File: src/rtl/core/datediff_pkg.sv
`timescale 1ns / 1ps
// types, constants and the month table of the date difference core
// no dependencies

package datediff_pkg;

    localparam int unsigned YEAR_W  = 14;
    localparam int unsigned MONTH_W = 4;
    localparam int unsigned DAY_W   = 5;
    localparam int unsigned ORD_W   = 23;
    localparam int unsigned DIST_W  = 22;
    localparam int unsigned PROD_W  = 28;
    localparam int unsigned QUOT_W  = 9;
    localparam int unsigned MOFF_W  = 9;

    // floor(x / 100) == (x * RECIP_100) >> RECIP_SHIFT for x below 2**15
    localparam logic [PROD_W-1:0] RECIP_100   = 28'd5243;
    localparam int unsigned       RECIP_SHIFT = 19;

    localparam logic [DIST_W-1:0] DIST_MAX   = {DIST_W{1'b1}};
    localparam logic [MONTH_W-1:0] MONTH_JAN = 4'd1;
    localparam logic [MONTH_W-1:0] MONTH_FEB = 4'd2;
    localparam logic [MONTH_W-1:0] MONTH_DEC = 4'd12;

    // first pipeline stage, one date
    typedef struct packed {
        logic [YEAR_W-1:0]  year;
        logic [MONTH_W-1:0] month;
        logic [DAY_W-1:0]   day;
        logic [12:0]        cnt4;
        logic [PROD_W-1:0]  prod100;
        logic [PROD_W-1:0]  prod400;
        logic [PROD_W-1:0]  prod_year;
        logic [ORD_W-1:0]   year365;
    } s1_date_t;

    // second pipeline stage, one date
    typedef struct packed {
        logic [ORD_W-1:0]  part;
        logic [MOFF_W-1:0] moff;
    } s2_date_t;

    // days of the months before month m in a common year
    function automatic logic [MOFF_W-1:0] days_before(input logic [MONTH_W-1:0] m);
        logic [MOFF_W-1:0] r;
        case (m)
            4'd1:    r = 9'd0;
            4'd2:    r = 9'd31;
            4'd3:    r = 9'd59;
            4'd4:    r = 9'd90;
            4'd5:    r = 9'd120;
            4'd6:    r = 9'd151;
            4'd7:    r = 9'd181;
            4'd8:    r = 9'd212;
            4'd9:    r = 9'd243;
            4'd10:   r = 9'd273;
            4'd11:   r = 9'd304;
            4'd12:   r = 9'd334;
            default: r = 9'd0;
        endcase
        return r;
    endfunction

endpackage

File: src/rtl/core/date_difference_days_core.sv
`timescale 1ns / 1ps
// days between two proleptic gregorian dates, four stage pipeline
// depends on datediff_pkg

// Takes a pair of dates in one input word and returns the absolute number of days
// between them, one result word per input word. Each date becomes a day ordinal
// (365 per year, leap days before the year, days before the month, the day) and the
// two ordinals are subtracted; leap years follow the 4/100/400 rule with year 0 a
// leap year. Month 0 counts as January and months above 12 as December; results
// above 4194303 saturate. The pipeline has four register stages (constant
// multiplies, ordinal terms and leap test, ordinal sum, difference and output
// register), and a result passes through them in that order; a new word is taken
// every cycle while the output side keeps up. Each stage holds its word under
// back-pressure and bubbles are squeezed out.
module date_difference_days_core (
    input  logic        aclk,
    input  logic        aresetn,
    input  logic        s_tvalid,
    output logic        s_tready,
    // first_year, first_month, first_day, second_year, second_month, second_day
    input  logic [47:0] s_tdata,
    output logic        m_tvalid,
    input  logic        m_tready,
    // day_distance, then zero fill
    output logic [23:0] m_tdata
);
    import datediff_pkg::*;

    logic                  v1_reg, v2_reg, v3_reg, v4_reg;
    logic                  rdy1, rdy2, rdy3, rdy4;
    s1_date_t              s1_reg [2];
    s1_date_t              s1_next [2];
    s2_date_t              s2_reg [2];
    s2_date_t              s2_next [2];
    logic [ORD_W-1:0]      ord_reg [2];
    logic [DIST_W-1:0]     dist_reg;
    logic [DIST_W-1:0]     dist_next;
    logic [ORD_W-1:0]      diff;

    // ready chain, a stage moves on when empty or when the next one moves
    assign rdy4     = !v4_reg || m_tready;
    assign rdy3     = !v3_reg || rdy4;
    assign rdy2     = !v2_reg || rdy3;
    assign rdy1     = !v1_reg || rdy2;
    assign s_tready = rdy1;

    // stage 1: unpack, clamp month, constant multiplies
    always_comb begin
        logic [YEAR_W-1:0]  y;
        logic [MONTH_W-1:0] m;
        logic [DAY_W-1:0]   d;
        logic [14:0]        y99;
        logic [14:0]        y399;
        for (int i = 0; i < 2; i++) begin
            y = s_tdata[i*23 +: YEAR_W];
            m = s_tdata[i*23 + YEAR_W +: MONTH_W];
            d = s_tdata[i*23 + YEAR_W + MONTH_W +: DAY_W];
            if (m == '0) begin
                m = MONTH_JAN;
            end else if (m > MONTH_DEC) begin
                m = MONTH_DEC;
            end
            y99  = 15'(y) + 15'd99;
            y399 = 15'(y) + 15'd399;
            s1_next[i].year      = y;
            s1_next[i].month     = m;
            s1_next[i].day       = d;
            s1_next[i].cnt4      = 13'((15'(y) + 15'd3) >> 2);
            s1_next[i].prod100   = PROD_W'(y99) * RECIP_100;
            s1_next[i].prod400   = PROD_W'(y399 >> 2) * RECIP_100;
            s1_next[i].prod_year = PROD_W'(y) * RECIP_100;
            s1_next[i].year365   = ORD_W'(y) * ORD_W'(365);
        end
    end

    // stage 2: year part of the ordinal, leap test, month offset
    always_comb begin
        logic [QUOT_W-1:0] q100;
        logic [QUOT_W-1:0] q400;
        logic [QUOT_W-1:0] qy;
        logic              leap;
        for (int i = 0; i < 2; i++) begin
            q100 = s1_reg[i].prod100[RECIP_SHIFT +: QUOT_W];
            q400 = s1_reg[i].prod400[RECIP_SHIFT +: QUOT_W];
            qy   = s1_reg[i].prod_year[RECIP_SHIFT +: QUOT_W];
            // divisible by 4, and not a century unless divisible by 400
            leap = (s1_reg[i].year[1:0] == 2'd0)
                && ((15'(s1_reg[i].year) != 15'(qy) * 15'd100) || (qy[1:0] == 2'd0));
            s2_next[i].part = s1_reg[i].year365 + ORD_W'(s1_reg[i].cnt4)
                            + ORD_W'(q400) - ORD_W'(q100);
            s2_next[i].moff = days_before(s1_reg[i].month)
                            + MOFF_W'(leap && (s1_reg[i].month > MONTH_FEB))
                            + MOFF_W'(s1_reg[i].day);
        end
    end

    // stage 4: absolute difference with saturation
    always_comb begin
        diff = (ord_reg[0] > ord_reg[1]) ? (ord_reg[0] - ord_reg[1])
                                         : (ord_reg[1] - ord_reg[0]);
        dist_next = diff[ORD_W-1] ? DIST_MAX : diff[DIST_W-1:0];
    end

    always_ff @(posedge aclk) begin
        if (!aresetn) begin
            v1_reg <= 1'b0;
            v2_reg <= 1'b0;
            v3_reg <= 1'b0;
            v4_reg <= 1'b0;
        end else begin
            if (rdy1) begin
                v1_reg <= s_tvalid;
            end
            if (rdy2) begin
                v2_reg <= v1_reg;
            end
            if (rdy3) begin
                v3_reg <= v2_reg;
            end
            if (rdy4) begin
                v4_reg <= v3_reg;
            end
        end
    end

    always_ff @(posedge aclk) begin
        if (rdy1 && s_tvalid) begin
            s1_reg <= s1_next;
        end
        if (rdy2 && v1_reg) begin
            s2_reg <= s2_next;
        end
        if (rdy3 && v2_reg) begin
            for (int i = 0; i < 2; i++) begin
                ord_reg[i] <= s2_reg[i].part + ORD_W'(s2_reg[i].moff);
            end
        end
        if (rdy4 && v3_reg) begin
            dist_reg <= dist_next;
        end
    end

    assign m_tvalid = v4_reg;
    assign m_tdata  = {2'b00, dist_reg};

    // input only blocked when every stage holds a word
    a_full_when_blocked: assert property (@(posedge aclk) disable iff (!aresetn)
        !s_tready |-> (v1_reg && v2_reg && v3_reg && v4_reg))
        else $error("input blocked with an empty stage");

    // a word in stage 1 moving on reaches stage 2
    a_stage_advance: assert property (@(posedge aclk) disable iff (!aresetn)
        (v1_reg && rdy2) |=> v2_reg)
        else $error("word lost between stage 1 and stage 2");

    // a result held under back-pressure keeps the last stage full
    a_output_held: assert property (@(posedge aclk) disable iff (!aresetn)
        (v4_reg && !m_tready) |=> (v4_reg && $stable(dist_reg)))
        else $error("held result changed");

endmodule

File: config.mk
export PLATFORM = sky130hd
export DESIGN_NAME = date_difference_days_core
export DESIGN_NICKNAME = d
export VERILOG_FILES = /design/src/rtl/core/datediff_pkg.sv /design/src/rtl/core/date_difference_days_core.sv
export SDC_FILE = /design/constraint.sdc
export NUM_CORES = 2
export LEC_CHECK = 0
export BUFFER_PORTS_ARGS = -buffer_cell sky130_fd_sc_hd__buf_2
export CORE_MARGIN = 3
export CORE_UTILIZATION = 51
export CTS_BUF_LIST = sky130_fd_sc_hd__clkbuf_2 sky130_fd_sc_hd__clkbuf_4 sky130_fd_sc_hd__clkbuf_8
export DETAILED_ROUTE_END_ITERATION = 10
export HOLD_SLACK_MARGIN = 0.05
export PLACE_DENSITY = 0.67
export RECOVER_POWER = 25
export SLEW_MARGIN = 5
export SYNTH_ARGS = -nofsm -noshare
export SYNTH_HDL_FRONTEND = slang
export SYNTH_SLANG_ARGS = --single-unit
File: constraint.sdc
create_clock -name aclk -period 14.95 [get_ports aclk]
set_input_delay 2.2425 -clock aclk [delete_from_list [all_inputs] [get_ports aclk]]
set_output_delay 2.2425 -clock aclk [all_outputs]
set_load 0.005 [all_outputs]
Yosys cells after proc, flatten, opt, wreduce, memory -nomap -nowiden
Memories as Yosys holds them, arrays and structs flattened.
Index checks and enable logic that the tools add are counted.
{ "op_classes": {"add_sub_neg": 20, "mul": 10, "div_mod_pow": 0, "order_cmp": 5, "eq_ne": 2, "n_shift": 0, "mux": 5, "bitwise": 0, "n_reduce_logical": 26} }
{ "op_table": {"columns": ["operator", "count"], "rows": [
  ["$add 23x9->23", 4],
  ["$mul 15x13->28 const B", 2],
  ["$mul 14x13->27 const B", 2],
  ["$mul 13x13->26 const B", 2],
  ["$add 23x13->23", 2],
  ["$mul 14x9->23 const B", 2],
  ["$sub 23x23->23", 2],
  ["$sub 23x9->23", 2],
  ["$add 14x2->15 const B", 2],
  ["$add 14x7->15 const B", 2],
  ["$add 14x9->15 const B", 2],
  ["$ne 14x15->1", 2],
  ["$mul 8x5->13 const B", 2],
  ["$gt 23x23->1", 1],
  ["$mux 23", 1],
  ["$add 9x1->9", 2],
  ["$add 9x5->9", 2],
  ["$gt 4x2->1 const B", 2],
  ["$gt 4x4->1 const B", 2],
  ["$logic_and 1x1->1", 8],
  ["$logic_not 2->1", 4],
  ["$logic_not 4->1", 2],
  ["$mux 4", 2],
  ["$logic_or 1x1->1", 6],
  ["3 further kinds", 8]
]} }
{ "totals": {"register_bits": 374, "latch_bits": 0, "ram_bits": 46, "mem_bits_ro": 288, "in_bits": 52, "output_inout_bits": 26, "wordCells": 98, "mem_count": 3} }
{ "mem_list": {"columns": ["memory", "words", "word_bits", "read_ports", "rd_ports_with_merged_regs", "wr", "line_no", "source"], "rows": [
  ["(name not given)", 16, 9, 1, 0, 0, "datediff_pkg.sv:46", "case (m)"],
  ["(name not given)", 16, 9, 1, 0, 0, "datediff_pkg.sv:46", null],
  ["ord_reg", 2, 23, 2, 0, 2, "date_difference_days_core.sv:35", "logic [ORD_W-1:0] ord_reg [2];"]
]} }

Depth between registers and ports, before layout
{ "logic_depth": {"ltp_word": 7, "ltp_mapped": 31, "ltp_nobuf": 31} }

Worst setup path after synthesis
OpenSTA, ideal clock, no wires.
{ "synth_timing": {"path_type": "input port to flip-flop", "from": "input port m_tready", "to": "register s1_reg[100] (netlist bit), enable pin", "setup_time_ps": 781, "arrival_time_ps": 10607, "required_ps": 14169, "setup_slack_ps": 3562, "path_stages": 3, "path_buffers": 0, "cell_sequence": "nor2b_1 -> and2_0 -> a31oi_1"} }
{ "synth_via": {"elab_chain_cells": 5} }
{ "synth_lines": {"columns": ["element", "line_no", "source"], "rows": [
  ["from (decl)", "date_difference_days_core.sv:23", "input logic m_tready,"],
  ["$logic_or 1x1->1", "date_difference_days_core.sv:41", "assign rdy4 = !v4_reg || m_tready;"],
  ["$logic_or 1x1->1", "date_difference_days_core.sv:42", "assign rdy3 = !v3_reg || rdy4;"],
  ["$logic_or 1x1->1", "date_difference_days_core.sv:43", "assign rdy2 = !v2_reg || rdy3;"],
  ["$logic_or 1x1->1", "date_difference_days_core.sv:44", "assign rdy1 = !v1_reg || rdy2;"],
  ["$logic_and 1x1->1", "date_difference_days_core.sv:127", "if (rdy1 && s_tvalid) begin"],
  ["to (signal assigned)", "date_difference_days_core.sv:128", "s1_reg <= s1_next;"],
  ["to (decl)", "date_difference_days_core.sv:31", "s1_date_t s1_reg [2];"]
]} }
Every way passes these cells.
A chain may end at the register's enable or synchronous reset.

==> flow_summary.toml <==
[timing]
worst_pin_slew_ns = 2.394
hold_viol = 0
post-route-period-util_pct = 66.35
fmax_ghz = 0.1008
skew_ns = 0.04045
tns_ns = 0
rsz0062_at_grt = "no"
setup_viol = 0
slew_headroom_pct = -59.59
final_max_slew_viol_count = 83
post-route-min-period_ns = 9.919

[clock_tree]
cts_resized = 0
cts_made_buffers = 55
cts_setup_buffers = 0
clk_pin_slew_ns = 0.06
cts_buffer_depth = 3
htreeDepth = 2
postCtsHoldBufs = 0
root_buffer = "clkbuf_8"
insertion_delay_ns = 0.64
cts_tree = "done"
cts_sinks = 298

[cells_and_area]
fin_util_pct = 55.10
layout.nets = 5823
final_cells = 5536
drive_gt1_share_pct = 4.182
design_area_mm2 = 0.04640
largest_register_ffs = 162
syn_to_final_growth_pct = 6.254

[global_route]
grt-ovfl-total = 0
grt_max_degree = 151
grt_pass1_vias = 28802
grt_use_total_pct = 20.36
antenna_found_initial = 2
grt_pass1_wl_mm = 146.5

[die]
start_util_pct = 51.86
dieArea_mm2 = 0.08918
rows = 106
die_x_um = 298.6
die_h_um = 298.6
core_mm2 = 0.08422
ioPinCount = 78

[power]
power.switching_mw = 4.603
p_int_mw = 5.195
swShare_pct = 46.98
cellLeakagePower_nw = 23.86
power_mw = 9.799
power_density_mw_per_mm2 = 211.2
vdd_ir_drop_max_mv = 0.1415
clockPowerShare_pct = 7.9
power_frac_comb_pct = 75.9
seq_power_share_pct = 16.2

[synth]
synth_compound_area_share_pct = 7.549
synth_cell_types = 80
synth-main-ff-cell = "edfxtp_1"
netlist.area_leader.share_pct = 26.24
syn_area_per_cell_um2 = 10.27
netlist_top_cells_count = "inv_1 (1107), ha_1 (916), fa_1 (496)"
synth-simple-area-share_pct = 6.544
syn-instance-count = 4253
ys_ff_latch = 298
synth_top_area_cell = "ha_1"
synth_top_family_by_area = "adder cells"
synth_most_common_cell = "inv_1"
synthMuxAreaShare_pct = 0.6160
synth_adder_area_share_pct = 48.98
async_flop_share_pct = 0
synth-seq-area-share_pct = 20.40
syn_area_mm2 = 0.04367
yosys-top-cells-area = "ha_1 (26%), fa_1 (23%), edfxtp_1 (20%)"
yosys_warnings = 0
synth_edf_count = 294
synth-xor-area-share_pct = 5.956

[outcome]
outcome = "finished with violations"
violations = "max-capacitance violations, max-slew violations"

[critical_path]
crit_required_ns = 15.34
crit_path_end_kind = "register"
critPathArrivalTime_ns = 10.31
path_class = "input pin to register"
crit_fanout = 12
cp-start-kind = "input pin"

[route]
via_per_inst = 5.052
wl_met1_mm = 43.16
maxUsedRoutingLayer = "met4"
drtPass1Iterations = 5
drtIter0Drc = 1334
routed_wl_mm = 87.91
met3_length_mm = 3.980
vias = 27969
drc = 0
route.met2.wl_mm = 38.97
ant_nets = 0
wl_per_cell_um = 15.88

[place]
placed_area_mm2 = 0.04538
hpwlAfterDp_mm = 75.09
io_buffers = 73
dp_cells = 5436
place_congestion = 0.9058

[run]
maxCapViolations = 3

[hold_path]
hold_path.class = "register to register"
-- area by class of cell --
class | instances | area (um^2)
sequential | 298 | 8909
multi-input combinational | 2816 | 30440
tap | 1134 | 1419
fill | 7364 | 37820
antenna | 2 | 5.005
clock buffer | 68 | 854.6
timing repair buffer | 81 | 392.9
clock inverter | 30 | 226.5
inverter | 1107 | 4155
-- cells in the final DEF (no fill, tap or decap), drive strengths merged, types with 27 or more instances in the layout --
master / synthesis / final
a21o: 84 / 84
a21oi: 153 / 153
buf: 16 / 47
clkbuf: 17 / 102
edfxtp: 294 / 294
fa: 496 / 496
ha: 916 / 916
inv: 1107 / 1107
nand2: 129 / 129
nand3: 55 / 55
nand4: 29 / 29
nor2: 168 / 168
nor2b: 42 / 42
nor3: 47 / 47
o21a: 42 / 42
o21ai: 85 / 85
o21bai: 27 / 27
xnor2: 233 / 233
xor2: 64 / 64
-- worst paths after layout --
path	startpoint	end	slack, ns	cells past startpoint
max	s_tdata[23]	s1_reg[106]	5.03	28
min	v3_reg	m_tvalid	0.49	1
max reg2reg	s1_reg[186]	s2_reg[40]	9.05	23
min reg2reg	v3_reg	m_tvalid	0.49	1
-- power by group through the flow --
| stage | logic [mW] | clock network [mW] | registers, mW |
|---|---|---|---|
| after floorplan | 5.86 | 0 | 1.55 |
| after global placement | 7.31 | 0 | 1.60 |
| after detailed placement | 7.46 | 0 | 1.61 |
| after CTS | 7.54 | 0.805 | 1.59 |
| after global routing | 8.72 | 0.842 | 1.62 |
| final | 7.43 | 0.774 | 1.59 |
-- logic make-up after synthesis --
group / Yosys count
xor gates and xnor gates: 297
muxes: 23
DFF: 298
adders and majority gates: 1412
buffers and inverters: 1140
other: 1
and+or+nand+nor: 576
AOI/OAI and AO/OA: 506
-- worst max-delay path, cell delays in order --
cell and delay (ns):
clkbuf_1 0.59, inv_1 0.31, ha_1 0.40, nor2b_1 0.34, a21oi_1 0.17, o21bai_1 0.33
nand2_1 0.11, xnor2_1 0.49, inv_1 0.26, ha_1 0.38, inv_1 0.06, fa_1 0.52
inv_1 0.07, fa_1 0.50, inv_1 0.05, fa_1 0.52, inv_1 0.05, fa_1 0.44
ha_1 0.30, a211o_1 0.26, a211o_1 0.34, o2111ai_1 0.33, a311oi_1 0.18, o21a_1 0.23
o21a_1 0.20, or3_1 0.33, a31oi_1 0.20, xnor2_1 0.09
-- routing by layer --
| layer | track usage [%] | vias up |
|---|---|---|
| li1 | - | 13988 |
| met3 | 2.884 | 104 |
| met2 | 32.08 | 399 |
| met1 | 29.84 | 13478 |
| met4 | 4.601 | 0 |
| met5 | 0 | - |
-- per-stage QoR --
step | setup WS (ns) | hold slack [ns]
floorplan | 3.562 | 0.4479
global placement | 4.843 | 0.4642
detailed placement | 4.828 | 0.4696
CTS | 5.526 | 0.4911
global route | 4.499 | 0.5460
finish | 5.031 | 0.4860
(Power assumes the default switching activity.)
